===== src/rtl/hrp_pkg.sv =====
`timescale 1ns / 1ps

package hrp_pkg;

    localparam int HRP_QUEUE_DEPTH = 2;

    localparam logic [7:0] CH_CR    = 8'h0D;
    localparam logic [7:0] CH_LF    = 8'h0A;
    localparam logic [7:0] CH_SPACE = 8'h20;
    localparam logic [7:0] CH_COLON = 8'h3A;
    localparam logic [7:0] CH_ZERO  = 8'h30;
    localparam logic [7:0] CH_ONE   = 8'h31;

    typedef enum logic [1:0] {
        PH_REQ  = 2'd0,
        PH_HDR  = 2'd1,
        PH_DONE = 2'd2,
        PH_ERR  = 2'd3
    } phase_t;

    typedef enum logic [1:0] {
        FLD_METHOD  = 2'd0,
        FLD_PATH    = 2'd1,
        FLD_VERSION = 2'd2,
        FLD_BAD     = 2'd3
    } field_t;

    typedef enum logic [2:0] {
        ST_BUSY  = 3'd0,
        ST_RLOK  = 3'd1,
        ST_HLINE = 3'd2,
        ST_DONE  = 3'd3,
        ST_ERROR = 3'd4
    } status_t;

    localparam logic [2:0] METHOD_NONE = 3'd0;
    localparam logic [1:0] VER_UNKNOWN = 2'd0;
    localparam logic [1:0] VER_1_0     = 2'd1;
    localparam logic [1:0] VER_1_1     = 2'd2;

    localparam int NUM_METHODS = 5;

    // method spellings, first character at index 0
    localparam logic [7:0] METHOD_TEXT [0:NUM_METHODS-1][0:7] = '{
        '{"G", "E", "T", 8'h00, 8'h00, 8'h00, 8'h00, 8'h00},
        '{"P", "O", "S", "T", 8'h00, 8'h00, 8'h00, 8'h00},
        '{"H", "E", "A", "D", 8'h00, 8'h00, 8'h00, 8'h00},
        '{"P", "U", "T", 8'h00, 8'h00, 8'h00, 8'h00, 8'h00},
        '{"D", "E", "L", "E", "T", "E", 8'h00, 8'h00}
    };
    localparam logic [2:0] METHOD_LEN [0:NUM_METHODS-1] = '{3'd3, 3'd4, 3'd4, 3'd3, 3'd6};

    localparam logic [7:0] VERSION_PREFIX [0:7] = '{"H", "T", "T", "P", "/", "1", ".", 8'h00};

    // item as handed from the front end to the parser
    typedef struct packed {
        logic [7:0] data_byte;
        logic       restart;
        logic       is_cr;
        logic       is_lf;
    } hrp_item_t;

    typedef struct packed {
        phase_t     phase;
        logic       cr_pending;
        field_t     line_field;
        logic [2:0] method_position;
        logic [4:0] method_candidates;
        logic [3:0] version_position;
        logic       version_match;
        logic       colon_seen;
        logic [2:0] method_code;
        logic [1:0] version_code;
    } hrp_state_t;

    localparam hrp_state_t STATE_RESET = '{
        phase:             PH_REQ,
        cr_pending:        1'b0,
        line_field:        FLD_METHOD,
        method_position:   3'd0,
        method_candidates: 5'b11111,
        version_position:  4'd0,
        version_match:     1'b1,
        colon_seen:        1'b0,
        method_code:       METHOD_NONE,
        version_code:      VER_UNKNOWN
    };

    // one content byte of a line
    function automatic hrp_state_t take_content(input hrp_state_t s, input logic [7:0] b);
        hrp_state_t n;
        logic [2:0] code;
        n    = s;
        code = METHOD_NONE;
        if (s.phase == PH_HDR)
        begin
            if (b == CH_COLON)
                n.colon_seen = 1'b1;
        end
        else if (s.phase == PH_REQ)
        begin
            unique case (s.line_field)
                FLD_METHOD:
                begin
                    if (b == CH_SPACE)
                    begin
                        for (int k = 0; k < NUM_METHODS; k++)
                        begin
                            if (s.method_candidates[k] && METHOD_LEN[k] == s.method_position)
                                code = 3'(k + 1);
                        end
                        n.method_code = code;
                        n.line_field  = (code != METHOD_NONE) ? FLD_PATH : FLD_BAD;
                    end
                    else
                    begin
                        for (int k = 0; k < NUM_METHODS; k++)
                        begin
                            if (s.method_position >= METHOD_LEN[k] ||
                                METHOD_TEXT[k][s.method_position] != b)
                                n.method_candidates[k] = 1'b0;
                        end
                        if (s.method_position < 3'd7)
                            n.method_position = s.method_position + 3'd1;
                    end
                end
                FLD_PATH:
                begin
                    if (b == CH_SPACE)
                    begin
                        n.line_field       = FLD_VERSION;
                        n.version_position = 4'd0;
                        n.version_match    = 1'b1;
                    end
                end
                FLD_VERSION:
                begin
                    if (s.version_position < 4'd7)
                    begin
                        if (VERSION_PREFIX[s.version_position[2:0]] != b)
                            n.version_match = 1'b0;
                    end
                    else if (s.version_position == 4'd7)
                    begin
                        if (b == CH_ONE)
                            n.version_code = VER_1_1;
                        else if (b == CH_ZERO)
                            n.version_code = VER_1_0;
                        else
                            n.version_match = 1'b0;
                    end
                    else
                    begin
                        n.version_match = 1'b0;
                    end
                    if (s.version_position < 4'd9)
                        n.version_position = s.version_position + 4'd1;
                end
                FLD_BAD:
                begin
                    n = s;
                end
            endcase
        end
        return n;
    endfunction

endpackage


===== src/rtl/hrp_front.sv =====
`timescale 1ns / 1ps

module hrp_front
    import hrp_pkg::*;
(
    input  logic       s_tvalid,
    output logic       s_tready,
    input  logic [7:0] s_tdata,
    input  logic       s_tuser,
    input  logic       q_full,
    output logic       q_push,
    output hrp_item_t  q_item
);

    assign s_tready = !q_full;
    assign q_push   = s_tvalid && !q_full;

    // line-break classes are worked out here so the parser sees flags only
    always_comb
    begin
        q_item.data_byte = s_tdata;
        q_item.restart   = s_tuser;
        q_item.is_cr     = (s_tdata == CH_CR);
        q_item.is_lf     = (s_tdata == CH_LF);
    end

endmodule


===== src/rtl/hrp_queue.sv =====
`timescale 1ns / 1ps

module hrp_queue
    import hrp_pkg::*;
#(
    parameter int DEPTH = HRP_QUEUE_DEPTH
)
(
    input  logic      clk,
    input  logic      rst_n,
    input  logic      push,
    input  hrp_item_t push_item,
    input  logic      pop,
    output hrp_item_t head_item,
    output logic      empty,
    output logic      full
);

    localparam int PTR_W = (DEPTH > 1) ? $clog2(DEPTH) : 1;
    localparam int CNT_W = $clog2(DEPTH + 1);

    hrp_item_t        mem_reg [DEPTH];
    logic [PTR_W-1:0] wr_ptr_reg, wr_ptr_next;
    logic [PTR_W-1:0] rd_ptr_reg, rd_ptr_next;
    logic [CNT_W-1:0] count_reg, count_next;
    logic             do_push, do_pop;

    assign empty     = (count_reg == '0);
    assign full      = (count_reg == CNT_W'(DEPTH));
    assign do_push   = push && !full;
    assign do_pop    = pop && !empty;
    assign head_item = mem_reg[rd_ptr_reg];

    always_comb
    begin
        wr_ptr_next = wr_ptr_reg;
        rd_ptr_next = rd_ptr_reg;
        count_next  = count_reg;
        if (do_push)
            wr_ptr_next = (wr_ptr_reg == PTR_W'(DEPTH - 1)) ? '0 : wr_ptr_reg + 1'b1;
        if (do_pop)
            rd_ptr_next = (rd_ptr_reg == PTR_W'(DEPTH - 1)) ? '0 : rd_ptr_reg + 1'b1;
        if (do_push && !do_pop)
            count_next = count_reg + 1'b1;
        else if (do_pop && !do_push)
            count_next = count_reg - 1'b1;
    end

    always_ff @(posedge clk or negedge rst_n)
    begin
        if (!rst_n)
        begin
            wr_ptr_reg <= '0;
            rd_ptr_reg <= '0;
            count_reg  <= '0;
        end
        else
        begin
            wr_ptr_reg <= wr_ptr_next;
            rd_ptr_reg <= rd_ptr_next;
            count_reg  <= count_next;
        end
    end

    always_ff @(posedge clk)
    begin
        if (do_push)
            mem_reg[wr_ptr_reg] <= push_item;
    end

endmodule


===== src/rtl/hrp_back.sv =====
`timescale 1ns / 1ps

module hrp_back
    import hrp_pkg::*;
(
    input  logic       clk,
    input  logic       rst_n,
    input  logic       q_empty,
    input  hrp_item_t  q_item,
    output logic       q_pop,
    output logic       m_tvalid,
    input  logic       m_tready,
    output logic [7:0] m_tdata
);

    hrp_state_t state_reg, state_next;
    logic       m_tvalid_reg, m_tvalid_next;
    logic [7:0] m_tdata_reg, m_tdata_next;
    hrp_state_t s;
    status_t    status;
    logic [1:0] version_out;

    assign q_pop    = !q_empty && (!m_tvalid_reg || m_tready);
    assign m_tvalid = m_tvalid_reg;
    assign m_tdata  = m_tdata_reg;

    always_comb
    begin
        s      = q_item.restart ? STATE_RESET : state_reg;
        status = ST_BUSY;
        priority if (s.phase == PH_ERR)
        begin
            status = ST_ERROR;
        end
        else if (s.phase == PH_DONE)
        begin
            status = ST_DONE;
        end
        else if (s.cr_pending && q_item.is_lf)
        begin
            // end of line
            s.cr_pending = 1'b0;
            if (s.phase == PH_REQ)
            begin
                if (s.line_field == FLD_VERSION && s.version_position == 4'd8 &&
                    s.version_match)
                begin
                    s.phase      = PH_HDR;
                    s.colon_seen = 1'b0;
                    status       = ST_RLOK;
                end
                else
                begin
                    s.version_code = VER_UNKNOWN;
                    s.phase        = PH_ERR;
                    status         = ST_ERROR;
                end
            end
            else if (s.colon_seen)
            begin
                s.colon_seen = 1'b0;
                status       = ST_HLINE;
            end
            else
            begin
                s.phase = PH_DONE;
                status  = ST_DONE;
            end
        end
        else
        begin
            // a lone cr is content, taken ahead of this byte
            if (s.cr_pending)
            begin
                s.cr_pending = 1'b0;
                s = take_content(s, CH_CR);
            end
            if (q_item.is_cr)
                s.cr_pending = 1'b1;
            else
                s = take_content(s, q_item.data_byte);
        end

        version_out = (s.phase == PH_REQ) ? VER_UNKNOWN : s.version_code;

        state_next    = state_reg;
        m_tvalid_next = m_tvalid_reg;
        m_tdata_next  = m_tdata_reg;
        if (q_pop)
        begin
            state_next    = s;
            m_tvalid_next = 1'b1;
            m_tdata_next  = {version_out, s.method_code, status};
        end
        else if (m_tready)
        begin
            m_tvalid_next = 1'b0;
        end
    end

    always_ff @(posedge clk or negedge rst_n)
    begin
        if (!rst_n)
        begin
            state_reg    <= STATE_RESET;
            m_tvalid_reg <= 1'b0;
        end
        else
        begin
            state_reg    <= state_next;
            m_tvalid_reg <= m_tvalid_next;
        end
    end

    always_ff @(posedge clk)
    begin
        m_tdata_reg <= m_tdata_next;
    end

    // error and completion hold until a restart item
    assert property (@(posedge clk) disable iff (!rst_n)
        state_reg.phase == PH_ERR && !(q_pop && q_item.restart) |=> state_reg.phase == PH_ERR)
        else $error("error phase left without restart");

    assert property (@(posedge clk) disable iff (!rst_n)
        state_reg.phase == PH_DONE && !(q_pop && q_item.restart) |=> state_reg.phase == PH_DONE)
        else $error("done phase left without restart");

    assert property (@(posedge clk) disable iff (!rst_n)
        m_tvalid_reg && m_tdata_reg[7:6] != VER_UNKNOWN |-> m_tdata_reg[5:3] != METHOD_NONE)
        else $error("version reported without a method");

    assert property (@(posedge clk) disable iff (!rst_n)
        m_tvalid_reg && m_tdata_reg[2:0] == ST_RLOK |-> m_tdata_reg[7:6] != VER_UNKNOWN)
        else $error("request line accepted without a version");

endmodule


===== src/rtl/http_request_head_parser_unit.sv =====
`timescale 1ns / 1ps

// channel   dir  tdata                                    tuser
// s_*       in   [7:0] data_byte                          [0] restart
// m_*       out  [2:0] status, [5:3] method, [7:6] version -
//
// one byte per cycle sustained while m_tready holds; a byte taken is queued, then
// popped into the m_tdata register; the parser updates its whole line state per
// byte combinationally, folding a lone cr and the byte after it into that update
// a small queue sits between the input stage and the parser so each side stalls alone
// reset clears the parser, the queue pointers and the output valid flag; no clearing pass
module http_request_head_parser_unit
    import hrp_pkg::*;
#(
    parameter int QUEUE_DEPTH = HRP_QUEUE_DEPTH
)
(
    input  logic       clk,
    input  logic       rst_n,
    input  logic       s_tvalid,
    output logic       s_tready,
    input  logic [7:0] s_tdata,   // [7:0] data_byte
    input  logic       s_tuser,   // [0] restart
    output logic       m_tvalid,
    input  logic       m_tready,
    output logic [7:0] m_tdata    // [2:0] status, [5:3] method, [7:6] version
);

    hrp_item_t push_item;
    hrp_item_t head_item;
    logic      q_push;
    logic      q_pop;
    logic      q_empty;
    logic      q_full;

    hrp_front u_front (
        .s_tvalid (s_tvalid),
        .s_tready (s_tready),
        .s_tdata  (s_tdata),
        .s_tuser  (s_tuser),
        .q_full   (q_full),
        .q_push   (q_push),
        .q_item   (push_item)
    );

    hrp_queue #(
        .DEPTH (QUEUE_DEPTH)
    ) u_queue (
        .clk       (clk),
        .rst_n     (rst_n),
        .push      (q_push),
        .push_item (push_item),
        .pop       (q_pop),
        .head_item (head_item),
        .empty     (q_empty),
        .full      (q_full)
    );

    hrp_back u_back (
        .clk      (clk),
        .rst_n    (rst_n),
        .q_empty  (q_empty),
        .q_item   (head_item),
        .q_pop    (q_pop),
        .m_tvalid (m_tvalid),
        .m_tready (m_tready),
        .m_tdata  (m_tdata)
    );

endmodule


===== config.mk =====
export PLATFORM = sky130hd
export DESIGN_NAME = http_request_head_parser_unit
export DESIGN_NICKNAME = d
export VERILOG_FILES = /design/src/rtl/hrp_pkg.sv /design/src/rtl/hrp_front.sv /design/src/rtl/hrp_queue.sv /design/src/rtl/hrp_back.sv /design/src/rtl/http_request_head_parser_unit.sv
export SDC_FILE = /design/constraint.sdc
export NUM_CORES = 1
export LEC_CHECK = 0
export ABC_AREA = 1
export BUFFER_PORTS_ARGS = -buffer_cell sky130_fd_sc_hd__buf_2
export CORE_MARGIN = 2
export CORE_UTILIZATION = 50
export CTS_CLUSTER_DIAMETER = 60
export DETAILED_ROUTE_END_ITERATION = 10
export PLACE_DENSITY = 0.69
export SLEW_MARGIN = 10
export SYNTH_ARGS = -nofsm -noshare
export SYNTH_HDL_FRONTEND = slang
export SYNTH_SLANG_ARGS = --single-unit

===== constraint.sdc =====
create_clock -name clk -period 5.8 [get_ports clk]
set_clock_uncertainty 0.1 [all_clocks]
set_input_delay 0 -clock clk [delete_from_list [all_inputs] [get_ports clk]]
set_output_delay 0 -clock clk [all_outputs]
set_load 0.005 [all_outputs]

==> metrics.txt <==
status=finished, final reports clean; postcts setup bufs=0; final core occ=58.50%; critical path peak fanout=15; most common cell in the netlist=nand2_1; Critical Path RT=5980 ps; Iter 0 DRT Violations=321; row count=33; top cells by area, synth=edfxtp_1 21%, dfrtp_1 14%, nand2_1 12%; Leakage=2.217 nW; Die H=96.20 µm; Most common cell on crit path=nand2_1; Post-Syn Area=4250 µm²; clk_lat worst skew=340 ps; Setup Viol. Count Final=0; synth unique cells=49; clk buf depth=2; worst hold margin=127.7 ps; Port-buffer cells=22; initial antenna violation count=0; f_max=0.2216 GHz; clock sinks=59; die area=9254 µm²; largest net degree at the start of global routing=30; root buffer cell=clkbuf_8; hold-fix buffers at CTS=12; Worst Tran Pin Value=914.9 ps; Int Pwr=1.319 mW; WP buf/inv=3; Worst VDD drop=0.3473 mV; RR Endpoint=u_back.state_reg[6]; CTS Buf Count=9; fraction of layout cells with a size suffix above 1=14.26%; HPWL Detailed=8170 µm; First-pass DRT Iterations=5; n_diodes=0; Worst path top cell family by delay=simple AND/OR/NAND/NOR gates; Initial Utilization=51.73%; RSZ-0062 raised after global routing=false; Final nets=645; PD cells=545.3 nW/µm²; final worst-path cycle share=77.81%; Syn Nets=606; Die Wd=96.20 µm; CTS tree=done; CTS H-tree depth=3; Critical Path Slowest Stage Cell=dfrtp_1; Total Routing Usage GR=25.66%; Reg2Reg Depth=27; number of global-route vias before repair=3765; post-synthesis sequential area ratio=38.45%; Fin. Hold Viols=0; WP data arrival=4700 ps; Slew HR=38.78%; setup_tns=0 ps; core area=8217 µm²; Top FF cell, synth=edfxtp_1; CTS clk-pin slew, worst paths=80 ps; CP max stage delay=680 ps; post-route minimum period=4513 ps; Yosys top cell area share=21.20%; Psw=1.302 mW; synthesized flop and latch total=59; Combinational Power Share=57.9%; EDFF count, synth=30; Routed WL=11040 µm; Ports=23; fin worst setup slack=1287 ps; R2R Path Start=u_queue.rd_ptr_reg; max reg flops=24; Final Max Slew Viols=0; Post-synth ARST share=49.15%; CP Class=reg2reg; P&R area growth vs syn=13.10%; startpoint class of the critical path=register; sequential share of power=26.1%; YS warnings=0; grt ovf=0; sw frac=49.68%; drt wl/cell=15.29 µm; leading area contributor after synthesis=edfxtp_1; via count=4037; post-DR vias/cell=5.591; CP Capture Type=register; hold crit path type=in2async; synthesized netlist cell count=573; antenna-violating nets left=0; # DRC=0; Max Cap Violations=0; Resize count post-CTS=0; pre-CTS setup slack=1285 ps; Avg Cell Area, Syn=7.418 µm²; list of most frequent post-synthesis cells=134 x nand2_1, 75 x inv_1, 67 x nor2_1; clock network fraction of total power=15.9%; first-pass GRT wire length=17930 µm; RePlAce Congestion=0.9813; setup slack, reg-to-reg=1290 ps
-- final cells by class --
type                    count  area [µm²]
clock inverters             6       88.84
fillers                   770        3410
multi-input cells         422        2266
well taps                 105       131.4
clock buffers              10       127.6
flip-flops and latches     59        1634
repair buffers             35       237.7
inverters                  85       321.6
-- per-stage QoR --
stage                     instances  total power [mW]  cell area (µm²)
after floorplan                 573             1.798             4250
after global placement          694             2.154             4471
after detailed placement        694             2.170             4471
after CTS                       722             2.602             4807
after global routing            722             2.843             4807
final                           722             2.621             4807
-- worst max path at each step --
stage	to	cells past startpoint	start
floorplan	u_back.state_reg[6]	29	u_queue.rd_ptr_reg
finish	u_back.state_reg[6]	27	u_queue.rd_ptr_reg
global route	u_back.state_reg[6]	30	u_queue.rd_ptr_reg
detailed placement	u_back.state_reg[6]	27	u_queue.rd_ptr_reg
global placement	u_back.state_reg[6]	29	u_queue.rd_ptr_reg
CTS	u_back.state_reg[6]	27	u_queue.rd_ptr_reg
-- routing by layer --
metal	vias to the layer above	global-route usage [%]	wire, µm
li1	1977	-	-
met1	1884	33.28	4917
met2	153	42.48	5225
met3	23	4.855	583
met4	0	9.524	312
met5	-	0	0
-- power by group through the flow --
| stage | sequential (mW) | combinational, mW | clock, mW |
|---|---|---|---|
| 2_1_floorplan | 0.666 | 1.13 | 0 |
| 3_3_place_gp | 0.688 | 1.47 | 0 |
| 3_5_place_dp | 0.693 | 1.48 | 0 |
| 4_1_cts | 0.685 | 1.49 | 0.425 |
| 5_1_grt | 0.700 | 1.70 | 0.444 |
| 6_report | 0.685 | 1.52 | 0.417 |
-- worst register-to-register path, stage by stage (launching register included) --
cell     delay (ps)
dfrtp_1         680
nand2_1         300
nand2_1         540
nor2_1          160
inv_1           130
ha_1            310
nand3_1         200
nor2_2          230
nand2_1          80
nand2_1         190
ha_1            240
inv_1            50
ha_1            200
or2_2           300
nand3_1          70
a21oi_1          50
nand2_1          60
inv_1            40
nand2_1          50
nor2_1           40
nand3_1          90
nand2_1          60
nand2_1          50
nand2_1          50
nand2_1          60
nand2_1          50
nand2_1          50
nand2_1          50
-- placed cells by master, fill, tap and decap left out, types with 3 or more instances in the layout --
| master | n |
|---|---|
| a21oi_1 | 27 |
| a31oi_1 | 3 |
| buf_2 | 22 |
| clkbuf_8 | 9 |
| dfrtp_1 | 23 |
| dfstp_2 | 6 |
| dlygate4sd3_1 | 12 |
| edfxtp_1 | 30 |
| ha_1 | 20 |
| inv_1 | 75 |
| inv_2 | 8 |
| nand2_1 | 134 |
| nand2_2 | 4 |
| nand3_1 | 37 |
| nand3_2 | 4 |
| nand4_1 | 8 |
| nor2_1 | 67 |
| nor2_2 | 4 |
| nor3_1 | 12 |
| nor3_2 | 3 |
| nor4_1 | 3 |
| o21ai_0 | 26 |
| o21ai_1 | 17 |
| o21ai_2 | 6 |
| o22ai_1 | 4 |
| or2_2 | 6 |
| xor2_1 | 10 |
-- cells by family after synthesis --
| family | after synthesis | share of synthesized area, % |
|---|---|---|
| simple gates | 292 | 31.50 |
| compound gates | 97 | 13.10 |
| flops | 59 | 38.45 |
| xor+xnor | 11 | 2.267 |
| buf+inv | 92 | 8.331 |
| fa+ha+maj | 20 | 5.888 |
| mux | 2 | 0.4710 |
(Power assumes the default switching activity.)
